$ cat config.mk
export PLATFORM = sky130hd
export DESIGN_NAME = unix_time_calendar_convert_top
export DESIGN_NICKNAME = d
export VERILOG_FILES = /design/src/design/utcc_pkg.sv /design/src/design/utcc_dp.sv /design/src/design/utcc_ctrl.sv /design/src/design/unix_time_calendar_convert_top.sv
export VERILOG_INCLUDE_DIRS = /design/src /design/src/design
export SDC_FILE = /design/constraint.sdc
export NUM_CORES = 2
export LEC_CHECK = 0
export BUFFER_PORTS_ARGS = -buffer_cell sky130_fd_sc_hd__buf_2
export CAP_MARGIN = 30
export CORE_MARGIN = 2
export CORE_UTILIZATION = 45
export DETAILED_ROUTE_END_ITERATION = 16
export HOLD_SLACK_MARGIN = 0.02
export PLACE_DENSITY = 0.68
export SLEW_MARGIN = 0
export SYNTH_ARGS = -nofsm -noshare
export SYNTH_HDL_FRONTEND = slang
export SYNTH_SLANG_ARGS = --single-unit
$ cat constraint.sdc
create_clock -name clk_i -period 11.2 [get_ports clk_i]
set_input_delay 2.24 -clock clk_i [delete_from_list [all_inputs] [get_ports clk_i]]
set_output_delay 2.24 -clock clk_i [all_outputs]
set_load 0.02 [all_outputs]
$ cat src/design/unix_time_calendar_convert_top_defines.svh
// Assertion shorthands for the calendar converter.
// All of them sample on clk_i and are off while rst_ni is low.
`ifndef UNIX_TIME_CALENDAR_CONVERT_TOP_DEFINES_SVH
`define UNIX_TIME_CALENDAR_CONVERT_TOP_DEFINES_SVH

// Consequent checked in the same cycle as the antecedent.
`define UTCC_ASSERT_SAME(label, ante, cons, msg) \
  label: assert property (@(posedge clk_i) disable iff (!rst_ni) (ante) |-> (cons)) \
    else $error(msg);

// Consequent checked in the cycle after the antecedent.
`define UTCC_ASSERT_NEXT(label, ante, cons, msg) \
  label: assert property (@(posedge clk_i) disable iff (!rst_ni) (ante) |=> (cons)) \
    else $error(msg);

`endif

$ cat src/design/utcc_pkg.sv
`timescale 1ns / 1ps
package utcc_pkg;

  localparam logic [31:0] Epoch2000   = 32'd946684800;
  localparam logic [16:0] SecsPerDay  = 17'd86400;
  localparam logic [11:0] SecsPerHour = 12'd3600;
  localparam logic [5:0]  SecsPerMin  = 6'd60;
  localparam logic [4:0]  HoursPerDay = 5'd24;
  localparam logic [2:0]  DaysPerWeek = 3'd7;
  localparam logic [10:0] DaysPerQuad = 11'd1461;
  localparam logic [8:0]  DaysLeap    = 9'd366;
  localparam logic [8:0]  DaysCommon  = 9'd365;
  localparam logic [3:0]  MonthFirst  = 4'd1;
  localparam logic [3:0]  MonthFeb    = 4'd2;
  localparam logic [3:0]  MonthLast   = 4'd12;
  localparam logic [2:0]  WdayEpoch   = 3'd6;  // 2000-01-01 was a Saturday
  localparam logic [2:0]  WdayD2sBias = 3'd5;
  localparam logic [5:0]  WdayQuad    = 6'd5;  // 1461 mod 7
  localparam logic [5:0]  WdayLeapYr  = 6'd2;  // 366 mod 7
  localparam logic [5:0]  WdayComYr   = 6'd1;  // 365 mod 7

  typedef struct packed {
    logic        command;
    logic [31:0] unix_seconds;
    logic [7:0]  year_offset;
    logic [3:0]  month;
    logic [4:0]  day;
    logic [4:0]  hour;
    logic [5:0]  minute;
    logic [5:0]  second;
  } in_item_t;

  typedef struct packed {
    logic [31:0] out_seconds;
    logic [7:0]  out_year_offset;
    logic [3:0]  out_month;
    logic [4:0]  out_day;
    logic [4:0]  out_hour;
    logic [5:0]  out_minute;
    logic [5:0]  out_second;
    logic [2:0]  weekday;
  } out_item_t;

  typedef enum logic [3:0] {
    OP_NONE,
    OP_LOAD,
    OP_DIV,
    OP_TAKE_SEC,
    OP_TAKE_MIN,
    OP_TAKE_HOUR,
    OP_QUAD,
    OP_YEAR,
    OP_MONTH,
    OP_FINISH_DATE,
    OP_DAYS,
    OP_MUL,
    OP_SUM,
    OP_TAKE_WDAY,
    OP_EMIT
  } dp_op_e;

  typedef enum logic [1:0] {
    DIV_60,
    DIV_24,
    DIV_7
  } div_sel_e;

  typedef struct packed {
    dp_op_e   op;
    div_sel_e div;
  } dp_cmd_t;

  typedef struct packed {
    logic quad_ge;
    logic year_ge;
    logic month_ge;
    logic month_last;
  } dp_status_t;

  typedef enum logic [3:0] {
    S_IDLE,
    S_DIV_SEC,
    S_TAKE_SEC,
    S_DIV_MIN,
    S_TAKE_MIN,
    S_DIV_HOUR,
    S_TAKE_HOUR,
    S_QUAD,
    S_YEAR,
    S_MONTH,
    S_DAYS,
    S_MUL,
    S_SUM,
    S_DIV_WDAY,
    S_TAKE_WDAY,
    S_DONE
  } ctrl_state_e;

  // Quotient by reciprocal: (x * mul) >> shift. Exact for any 32-bit x by 60
  // and by 24, and for x below 2^31 by 7.
  function automatic logic [31:0] recip_mul(input div_sel_e sel);
    logic [31:0] v;
    unique case (sel)
      DIV_60:  v = 32'h8888_8889;
      DIV_24:  v = 32'hAAAA_AAAB;
      DIV_7:   v = 32'h9249_2493;
      default: v = 32'h8888_8889;
    endcase
    return v;
  endfunction

  function automatic logic [5:0] recip_shift(input div_sel_e sel);
    logic [5:0] v;
    unique case (sel)
      DIV_60:  v = 6'd37;
      DIV_24:  v = 6'd36;
      DIV_7:   v = 6'd34;
      default: v = 6'd37;
    endcase
    return v;
  endfunction

  function automatic logic [4:0] month_len(input logic [3:0] m);
    logic [4:0] v;
    unique case (m)
      4'd1, 4'd3, 4'd5, 4'd7, 4'd8, 4'd10, 4'd12: v = 5'd31;
      4'd4, 4'd6, 4'd9, 4'd11:                     v = 5'd30;
      4'd2:                                        v = 5'd28;
      default:                                     v = 5'd31;
    endcase
    return v;
  endfunction

  // Days in the months before month m; months past twelve count the full year.
  function automatic logic [8:0] cum_days(input logic [3:0] m);
    logic [8:0] v;
    unique case (m)
      4'd0, 4'd1: v = 9'd0;
      4'd2:       v = 9'd31;
      4'd3:       v = 9'd59;
      4'd4:       v = 9'd90;
      4'd5:       v = 9'd120;
      4'd6:       v = 9'd151;
      4'd7:       v = 9'd181;
      4'd8:       v = 9'd212;
      4'd9:       v = 9'd243;
      4'd10:      v = 9'd273;
      4'd11:      v = 9'd304;
      4'd12:      v = 9'd334;
      default:    v = 9'd365;
    endcase
    return v;
  endfunction

  // Valid for x below 42.
  function automatic logic [2:0] mod7(input logic [5:0] x);
    logic [5:0] v;
    v = x;
    for (int i = 0; i < 5; i++) begin
      if (v >= 6'd7) begin
        v = v - 6'd7;
      end
    end
    return v[2:0];
  endfunction

endpackage

$ cat src/design/utcc_dp.sv
`timescale 1ns / 1ps
module utcc_dp
  import utcc_pkg::*;
(
  input  logic       clk_i,
  input  in_item_t   in_data_i,
  input  dp_cmd_t    cmd_i,
  output dp_status_t status_o,
  output out_item_t  out_data_o
);

  logic [31:0] secs_q, secs_d;
  logic [7:0]  y_q, y_d;
  logic [3:0]  m_q, m_d;
  logic [4:0]  d_q, d_d;
  logic [4:0]  hh_q, hh_d;
  logic [5:0]  mi_q, mi_d;
  logic [5:0]  ss_q, ss_d;
  logic [2:0]  wd_q, wd_d;
  logic [31:0] quo_q, quo_d;
  logic [31:0] dvd_q, dvd_d;
  logic [16:0] days_q, days_d;
  logic [31:0] prod_q, prod_d;
  logic [16:0] hms_q, hms_d;
  out_item_t   out_q, out_d;

  logic [63:0] recip_prod;
  logic [31:0] div_quo;
  logic        leap;
  logic [8:0]  year_len;
  logic [5:0]  year_wd;
  logic [4:0]  mon_len;
  logic [16:0] n_days;

  assign recip_prod = 64'(quo_q) * 64'(recip_mul(cmd_i.div));
  assign div_quo    = 32'(recip_prod >> recip_shift(cmd_i.div));

  assign leap     = (y_q[1:0] == 2'd0);
  assign year_len = leap ? DaysLeap : DaysCommon;
  assign year_wd  = leap ? WdayLeapYr : WdayComYr;
  assign mon_len  = month_len(m_q) + {4'd0, (leap && (m_q == MonthFeb))};

  // Day count plus one, from the captured date fields.
  always_comb begin
    n_days = 17'(d_q) + 17'(cum_days(m_q))
           + 17'(((m_q > MonthFeb) && leap) ? 1 : 0)
           + 17'(y_q) * 17'(DaysCommon)
           + 17'((9'(y_q) + 9'd3) >> 2);
  end

  assign status_o.quad_ge    = days_q >= 17'(DaysPerQuad);
  assign status_o.year_ge    = days_q >= 17'(year_len);
  assign status_o.month_ge   = days_q >= 17'(mon_len);
  assign status_o.month_last = (m_q == MonthLast);

  always_comb begin
    secs_d = secs_q;
    y_d    = y_q;
    m_d    = m_q;
    d_d    = d_q;
    hh_d   = hh_q;
    mi_d   = mi_q;
    ss_d   = ss_q;
    wd_d   = wd_q;
    quo_d  = quo_q;
    dvd_d  = dvd_q;
    days_d = days_q;
    prod_d = prod_q;
    hms_d  = hms_q;
    out_d  = out_q;
    unique case (cmd_i.op)
      OP_NONE: begin
      end
      OP_LOAD: begin
        secs_d = in_data_i.unix_seconds;
        y_d    = in_data_i.year_offset;
        m_d    = in_data_i.month;
        d_d    = in_data_i.day;
        hh_d   = in_data_i.hour;
        mi_d   = in_data_i.minute;
        ss_d   = in_data_i.second;
        quo_d  = in_data_i.unix_seconds - Epoch2000;
      end
      OP_DIV: begin
        // keep the dividend for the remainder in the next cycle
        dvd_d = quo_q;
        quo_d = div_quo;
      end
      OP_TAKE_SEC: begin
        ss_d = 6'(dvd_q - quo_q * 32'(SecsPerMin));
      end
      OP_TAKE_MIN: begin
        mi_d = 6'(dvd_q - quo_q * 32'(SecsPerMin));
      end
      OP_TAKE_HOUR: begin
        hh_d   = 5'(dvd_q - quo_q * 32'(HoursPerDay));
        days_d = quo_q[16:0];
        y_d    = '0;
        m_d    = MonthFirst;
        wd_d   = WdayEpoch;
      end
      OP_QUAD: begin
        days_d = days_q - 17'(DaysPerQuad);
        y_d    = y_q + 8'd4;
        wd_d   = mod7({3'd0, wd_q} + WdayQuad);
      end
      OP_YEAR: begin
        days_d = days_q - 17'(year_len);
        y_d    = y_q + 8'd1;
        wd_d   = mod7({3'd0, wd_q} + year_wd);
      end
      OP_MONTH: begin
        days_d = days_q - 17'(mon_len);
        m_d    = m_q + 4'd1;
        wd_d   = mod7({3'd0, wd_q} + {1'b0, mon_len});
      end
      OP_FINISH_DATE: begin
        d_d  = days_q[4:0] + 5'd1;
        wd_d = mod7({3'd0, wd_q} + {1'b0, days_q[4:0]});
      end
      OP_DAYS: begin
        days_d = n_days;
      end
      OP_MUL: begin
        prod_d = 32'((32'(days_q) - 32'd1) * 32'(SecsPerDay));
        hms_d  = 17'(hh_q) * 17'(SecsPerHour) + 17'(mi_q) * 17'(SecsPerMin)
               + 17'(ss_q);
      end
      OP_SUM: begin
        secs_d = prod_q + 32'(hms_q) + Epoch2000;
        quo_d  = 32'(days_q) + 32'(WdayD2sBias);
      end
      OP_TAKE_WDAY: begin
        wd_d = 3'(dvd_q - quo_q * 32'(DaysPerWeek));
      end
      OP_EMIT: begin
        out_d.out_seconds     = secs_q;
        out_d.out_year_offset = y_q;
        out_d.out_month       = m_q;
        out_d.out_day         = d_q;
        out_d.out_hour        = hh_q;
        out_d.out_minute      = mi_q;
        out_d.out_second      = ss_q;
        out_d.weekday         = wd_q;
      end
      default: begin
      end
    endcase
  end

  always_ff @(posedge clk_i) begin
    secs_q <= secs_d;
    y_q    <= y_d;
    m_q    <= m_d;
    d_q    <= d_d;
    hh_q   <= hh_d;
    mi_q   <= mi_d;
    ss_q   <= ss_d;
    wd_q   <= wd_d;
    quo_q  <= quo_d;
    dvd_q  <= dvd_d;
    days_q <= days_d;
    prod_q <= prod_d;
    hms_q  <= hms_d;
    out_q  <= out_d;
  end

  assign out_data_o = out_q;

endmodule

$ cat src/design/utcc_ctrl.sv
`timescale 1ns / 1ps
module utcc_ctrl
  import utcc_pkg::*;
(
  input  logic       clk_i,
  input  logic       rst_ni,
  input  logic       in_valid_i,
  input  logic       in_command_i,
  output logic       in_stall_o,
  output logic       out_valid_o,
  input  logic       out_stall_i,
  input  dp_status_t status_i,
  output dp_cmd_t    cmd_o
);

  ctrl_state_e state_q, state_d;
  logic        out_valid_q, out_valid_d;
  logic        out_free;

  assign out_free = !out_valid_q || !out_stall_i;

  always_ff @(posedge clk_i or negedge rst_ni) begin
    if (!rst_ni) begin
      state_q     <= S_IDLE;
      out_valid_q <= 1'b0;
    end else begin
      state_q     <= state_d;
      out_valid_q <= out_valid_d;
    end
  end

  always_comb begin
    state_d   = state_q;
    cmd_o.op  = OP_NONE;
    cmd_o.div = DIV_60;
    out_valid_d = out_valid_q && out_stall_i;
    unique case (state_q)
      S_IDLE: begin
        if (in_valid_i) begin
          cmd_o.op = OP_LOAD;
          state_d  = in_command_i ? S_DAYS : S_DIV_SEC;
        end
      end
      S_DIV_SEC: begin
        cmd_o.op = OP_DIV;
        state_d  = S_TAKE_SEC;
      end
      S_TAKE_SEC: begin
        cmd_o.op = OP_TAKE_SEC;
        state_d  = S_DIV_MIN;
      end
      S_DIV_MIN: begin
        cmd_o.op = OP_DIV;
        state_d  = S_TAKE_MIN;
      end
      S_TAKE_MIN: begin
        cmd_o.op = OP_TAKE_MIN;
        state_d  = S_DIV_HOUR;
      end
      S_DIV_HOUR: begin
        cmd_o.op  = OP_DIV;
        cmd_o.div = DIV_24;
        state_d   = S_TAKE_HOUR;
      end
      S_TAKE_HOUR: begin
        cmd_o.op = OP_TAKE_HOUR;
        state_d  = S_QUAD;
      end
      S_QUAD: begin
        if (status_i.quad_ge) begin
          cmd_o.op = OP_QUAD;
        end else begin
          state_d = S_YEAR;
        end
      end
      S_YEAR: begin
        if (status_i.year_ge) begin
          cmd_o.op = OP_YEAR;
        end else begin
          state_d = S_MONTH;
        end
      end
      S_MONTH: begin
        if (status_i.month_ge && !status_i.month_last) begin
          cmd_o.op = OP_MONTH;
        end else begin
          cmd_o.op = OP_FINISH_DATE;
          state_d  = S_DONE;
        end
      end
      S_DAYS: begin
        cmd_o.op = OP_DAYS;
        state_d  = S_MUL;
      end
      S_MUL: begin
        cmd_o.op = OP_MUL;
        state_d  = S_SUM;
      end
      S_SUM: begin
        cmd_o.op = OP_SUM;
        state_d  = S_DIV_WDAY;
      end
      S_DIV_WDAY: begin
        cmd_o.op  = OP_DIV;
        cmd_o.div = DIV_7;
        state_d   = S_TAKE_WDAY;
      end
      S_TAKE_WDAY: begin
        cmd_o.op = OP_TAKE_WDAY;
        state_d  = S_DONE;
      end
      S_DONE: begin
        // hold the finished result until the output register frees up
        if (out_free) begin
          cmd_o.op    = OP_EMIT;
          out_valid_d = 1'b1;
          state_d     = S_IDLE;
        end
      end
      default: begin
        state_d = S_IDLE;
      end
    endcase
  end

  assign in_stall_o  = (state_q != S_IDLE);
  assign out_valid_o = out_valid_q;

endmodule

$ cat src/design/unix_time_calendar_convert_top.sv
// Unix time <-> calendar converter, years counted from 2000.
// Input channel: in_valid_i / in_stall_o with an in_item_t beat. command 0
// decodes unix_seconds into a date, time and weekday; command 1 encodes the
// date and time fields into Unix seconds and a weekday and passes them through.
// Output channel: out_valid_o / out_stall_i with an out_item_t beat, one
// result beat per input beat, in order.
// One item is worked on at a time; in_stall_o is high from the accept until
// the result is handed to the output register.
// Seconds to date: three reciprocal-multiply divides (by 60, 60, 24), each
// a divide step then a remainder step, then a walk over 4-year blocks,
// single years and months.
// Date to seconds: day count, multiply, sum, divide by 7 for the weekday.
// The next beat can be accepted in the cycle after the result moves to the
// output register.
// The output register lets the next beat be accepted while a result waits;
// if the receiver still stalls when the next result is done, the block
// holds it and keeps in_stall_o high.
// Reset clears the controller and the output valid; no clearing pass.
`timescale 1ns / 1ps
`include "unix_time_calendar_convert_top_defines.svh"
module unix_time_calendar_convert_top
  import utcc_pkg::*;
(
  input  logic      clk_i,
  input  logic      rst_ni,
  input  logic      in_valid_i,
  output logic      in_stall_o,
  input  in_item_t  in_data_i,
  output logic      out_valid_o,
  input  logic      out_stall_i,
  output out_item_t out_data_o
);

  dp_cmd_t    dp_cmd;
  dp_status_t dp_status;

  utcc_ctrl u_ctrl (
    .clk_i        (clk_i),
    .rst_ni       (rst_ni),
    .in_valid_i   (in_valid_i),
    .in_command_i (in_data_i.command),
    .in_stall_o   (in_stall_o),
    .out_valid_o  (out_valid_o),
    .out_stall_i  (out_stall_i),
    .status_i     (dp_status),
    .cmd_o        (dp_cmd)
  );

  utcc_dp u_dp (
    .clk_i      (clk_i),
    .in_data_i  (in_data_i),
    .cmd_i      (dp_cmd),
    .status_o   (dp_status),
    .out_data_o (out_data_o)
  );

  `UTCC_ASSERT_NEXT(a_busy_after_accept, in_valid_i && !in_stall_o, in_stall_o, "not busy after accept")
  `UTCC_ASSERT_SAME(a_load_on_accept, dp_cmd.op == OP_LOAD, in_valid_i && !in_stall_o, "load without accept")
  `UTCC_ASSERT_SAME(a_emit_output_free, dp_cmd.op == OP_EMIT, !out_valid_o || !out_stall_i, "result overwritten")
  `UTCC_ASSERT_SAME(a_weekday_range, out_valid_o, out_data_o.weekday != 3'd7, "weekday out of range")

endmodule

==> flow_metrics.py <==
metrics = {
    "hold_path": {
        "hold_class": "flop to flop",
    },
    "clock_tree": {
        "cts-buffers-inserted": 27,
        "numClockSinks": 251,
        "clockRootBuffer": "clkbuf_16",
        "hold_buffers": 0,
        "cts.reportedPaths.clkPinSlew_ps": 70,
        "h-tree-depth": 1,
        "worstSkewPairLatency_ps": 580,
        "cts_tree": "built",
        "clockBufferDepth": 3,
    },
    "global_route": {
        "grt_pass1_vias": 36338,
        "grt_overflow": 0,
        "grt_util_all_layers": 0.2565,
        "grt_pass1_wl_um": 211300,
        "grt_max_degree": 68,
        "antenna_found_initial": 12,
    },
    "sta": {
        "slew-limit-headroom": 0.3371,
        "finalSetupViolCount": 0,
        "setup_tns_ps": 0,
        "holdWs_ps": 419.2,
        "fin_crit_sh": 0.9628,
        "max_slew.worst_pin.slew_ps": 994.3,
        "fin_crit_ps": 10780,
        "rsz0062_at_grt": "false",
        "finalHoldViolCount": 0,
        "timing.fmax_mhz": 92.74,
        "drv_slew": 0,
        "clock_skew_ps": 19.75,
    },
    "worst_setup_path": {
        "required_ps": 11490,
        "crit_cells": 32,
        "rr_startpoint": "u_ctrl.state_q[0]$_DFFE_PN0P_",
        "crit_end": "u_dp.quo_q[24]$_DFFE_PP_",
        "worst_ep_arrival_time_ps": 11070,
        "startpoint_type": "flop",
        "path_delay_family": "adder cells",
        "crit_path_end_kind": "flop",
        "rrSetupSlack_ps": 420,
        "crit_fanout": 32,
        "crit_path_max_incr_delay_ps": 600,
        "crit_type": "flop to flop",
        "crit_top_cell": "fa_1",
        "critPathLaunch": "u_ctrl.state_q[0]$_DFFE_PN0P_",
        "cp_slowest_cell": "dfrtp_1",
        "critPathBufInv": 7,
        "r2r_end": "u_dp.quo_q[24]$_DFFE_PP_",
        "r2r_cells": 32,
    },
    "synthesis": {
        "avgSynthCellArea_um2": 9.501,
        "synth_warnings": 0,
        "ys_types": 100,
        "ys_seq_area_frac": 0.1574,
        "syn_nets": 6347,
        "synth_edf_count": 235,
        "syn_area_um2": 47020,
        "syn_inst": 4949,
        "async_flop_share": 0.01992,
        "ys_ff_latch": 251,
        "ys.flop_type": "edfxtp_1",
    },
    "final_layout": {
        "drive_gt1_frac": 0.05915,
        "area_delta_synth_final_pct": 6.759,
        "fin_nets": 6433,
        "antenna_cells": 0,
    },
    "die": {
        "io_pins": 142,
        "core_area_um2": 103600,
        "dieWidth_um": 327.2,
        "rows": 118,
        "die-area_um2": 107100,
        "start_util": 0.4537,
        "die_h_um": 327.2,
    },
    "flow_run": {
        "maxCapViolations": 0,
    },
    "placement": {
        "dpl.hpwl_um": 117600,
        "place.port_buffers": 141,
        "place.gp.congestion": 0.9839,
    },
    "detailed_routing": {
        "vias": 35432,
        "finalWirelength_um": 135900,
        "wire_per_inst_um": 21.13,
        "drtAntennaViolNets": 0,
        "drtPass1Iterations": 6,
        "route.detailed.drc": 0,
        "drt_iter0_markers": 3019,
        "avgViaCountPerCell": 5.506,
    },
    "status": {
        "status": "finished, final reports clean",
    },
}
## final cells by class
type                            count  area [µm²]
Multi-Input combinational cell   3363       34630
Tap cell                         1380        1727
Sequential cell                   251        7402
Fill cell                        9724       53450
Clock inverter                     16       229.0
Timing Repair Buffer              170       924.6
Clock buffer                       33       698.2
Inverter                         1222        4587
## worst min path at each step
stage                         startpoint                            end  depth (start not counted)
4_1_cts        u_dp.secs_q[28]$_DFFE_PP_  u_dp.out_data_o[65]$_DFFE_PN_                          0
3_5_place_dp   u_dp.secs_q[28]$_DFFE_PP_  u_dp.out_data_o[65]$_DFFE_PN_                          0
3_3_place_gp    u_dp.secs_q[3]$_DFFE_PP_  u_dp.out_data_o[40]$_DFFE_PN_                          0
2_1_floorplan   u_dp.secs_q[0]$_DFFE_PP_  u_dp.out_data_o[37]$_DFFE_PN_                          0
5_1_grt         u_dp.secs_q[7]$_DFFE_PP_  u_dp.out_data_o[44]$_DFFE_PN_                          0
6_report       u_dp.secs_q[15]$_DFFE_PP_  u_dp.out_data_o[52]$_DFFE_PN_                          0
## kinds of logic (layout without fill, tap and decap cells)
family / after synthesis / in the layout / share of synthesized area
fa+ha+maj: 1328 / 1328 / 0.4617
mux: 82 / 82 / 0.01903
buf+inv: 1335 / 1441 / 0.1072
compound gates: 801 / 801 / 0.1154
simple gates: 920 / 920 / 0.09583
flops: 251 / 251 / 0.1574
xor+xnor: 232 / 232 / 0.04338
## cells in the mapped netlist, drive strengths merged (9+ instances only)
| cell type | instances | area [µm²] |
|---|---|---|
| a2111oi | 10 | 88.84 |
| a211o | 13 | 113.9 |
| a211oi | 27 | 207.7 |
| a21boi | 11 | 82.58 |
| a21o | 67 | 503.0 |
| a21oi | 177 | 897.1 |
| a221o | 12 | 120.1 |
| a221oi | 14 | 122.6 |
| a22oi | 11 | 87.58 |
| a311oi | 9 | 78.83 |
| a31oi | 33 | 206.5 |
| and2 | 84 | 530.5 |
| and3 | 26 | 162.7 |
| buf | 18 | 95.09 |
| clkbuf | 95 | 356.6 |
| dfxtp | 11 | 220.2 |
| edfxtp | 235 | 7057 |
| fa | 679 | 13590 |
| ha | 648 | 8108 |
| inv | 1221 | 4583 |
| mux2 | 33 | 375.4 |
| mux2i | 47 | 474.2 |
| nand2 | 274 | 1028 |
| nand2b | 35 | 219.0 |
| nand3 | 59 | 295.3 |
| nand4 | 25 | 156.4 |
| nor2 | 199 | 747.0 |
| nor2b | 66 | 412.9 |
| nor3 | 63 | 320.3 |
| nor4 | 17 | 112.6 |
| o2111ai | 13 | 113.9 |
| o211ai | 34 | 255.2 |
| o21a | 19 | 142.6 |
| o21ai | 173 | 865.8 |
| o21bai | 22 | 165.2 |
| o221ai | 23 | 201.4 |
| o22ai | 23 | 143.9 |
| o31a | 9 | 78.83 |
| o31ai | 22 | 170.2 |
| or2 | 18 | 112.6 |
| or3 | 24 | 155.1 |
| xnor2 | 159 | 1393 |
| xor2 | 73 | 646.9 |
## per-stage QoR
| step | worst slack [ps] | std cells | utilization | cell area [µm²] |
|---|---|---|---|---|
| after floorplan | 843.6 | 4949 | - | 47020 |
| after global placement | 671.5 | 6384 | 0.4751 | 49240 |
| after detailed placement | 497.4 | 6386 | 0.4753 | 49260 |
| after CTS | 480.1 | 6435 | 0.4842 | 50180 |
| after global routing | 52.45 | 6435 | 0.4843 | 50200 |
| final | 417.1 | 6435 | 0.4843 | 50200 |
## layout by cell type, fill, tap and decap left out, types with 14 or more instances in the layout
cell / n
ha_1: 645
o21a_1: 19
fa_1: 679
mux2i_1: 46
nand2_1: 274
nor4_1: 16
mux2_2: 32
o211ai_1: 34
nand4_1: 25
buf_4: 27
xnor2_1: 159
a221oi_1: 14
and3_1: 26
a31oi_1: 33
a21o_1: 67
nand2b_1: 35
o21ai_0: 169
and2_1: 82
o21bai_1: 22
nor3_1: 59
nor2_1: 198
a21oi_1: 176
buf_2: 142
xor2_1: 72
edfxtp_1: 235
a211oi_1: 26
o31ai_1: 19
or2_2: 17
o22ai_1: 23
clkbuf_16: 27
or3_1: 22
nor2b_1: 66
nand3_1: 59
o221ai_1: 23
inv_1: 1220
## worst register-to-register path: cells and delay by family, from the launching register on
kind / cells / cell delay (ps)
adder cells (fa/ha/maj): 10 / 4340
AND/OR/NAND/NOR: 8 / 2470
AO/OA/AOI/OAI: 6 / 1830
buffers and inverters: 7 / 1050
flip-flops: 1 / 600
XOR/XNOR: 1 / 220
## layer usage
| layer | vias to the layer above | GRT usage | wire, µm |
|---|---|---|---|
| met2 | 1253 | 0.4369 | 65550 |
| met4 | 18 | 0.09304 | 5747 |
| met3 | 289 | 0.04196 | 9881 |
| met1 | 17522 | 0.3290 | 54650 |
| met5 | - | 0 | 115 |
| li1 | 16350 | - | - |
## repair_timing
| item | in CTS | in global routing |
|---|---|---|
| gates resized for setup | 0 | 3 |
| endpoints found under the hold margin | 0 | 0 |
| endpoints found under the setup margin | 0 | 14 |
| setup buffers | 0 | 0 |
## flip-flops by register name, summed over array words and instances, names as in the netlist, 5 cells and up, named ones only
signal,cells
u_dp.d_q,5
u_dp.days_q,17
u_dp.dvd_q,6
u_dp.hh_q,5
u_dp.hms_q,17
u_dp.mi_q,6
u_dp.out_data_o,69
u_dp.prod_q,25
u_dp.quo_q,32
u_dp.secs_q,32
u_dp.ss_q,6
u_dp.y_q,8
Power is not shown: default switching activity piles up to over one toggle a cycle in this logic, so the estimate is an artifact.
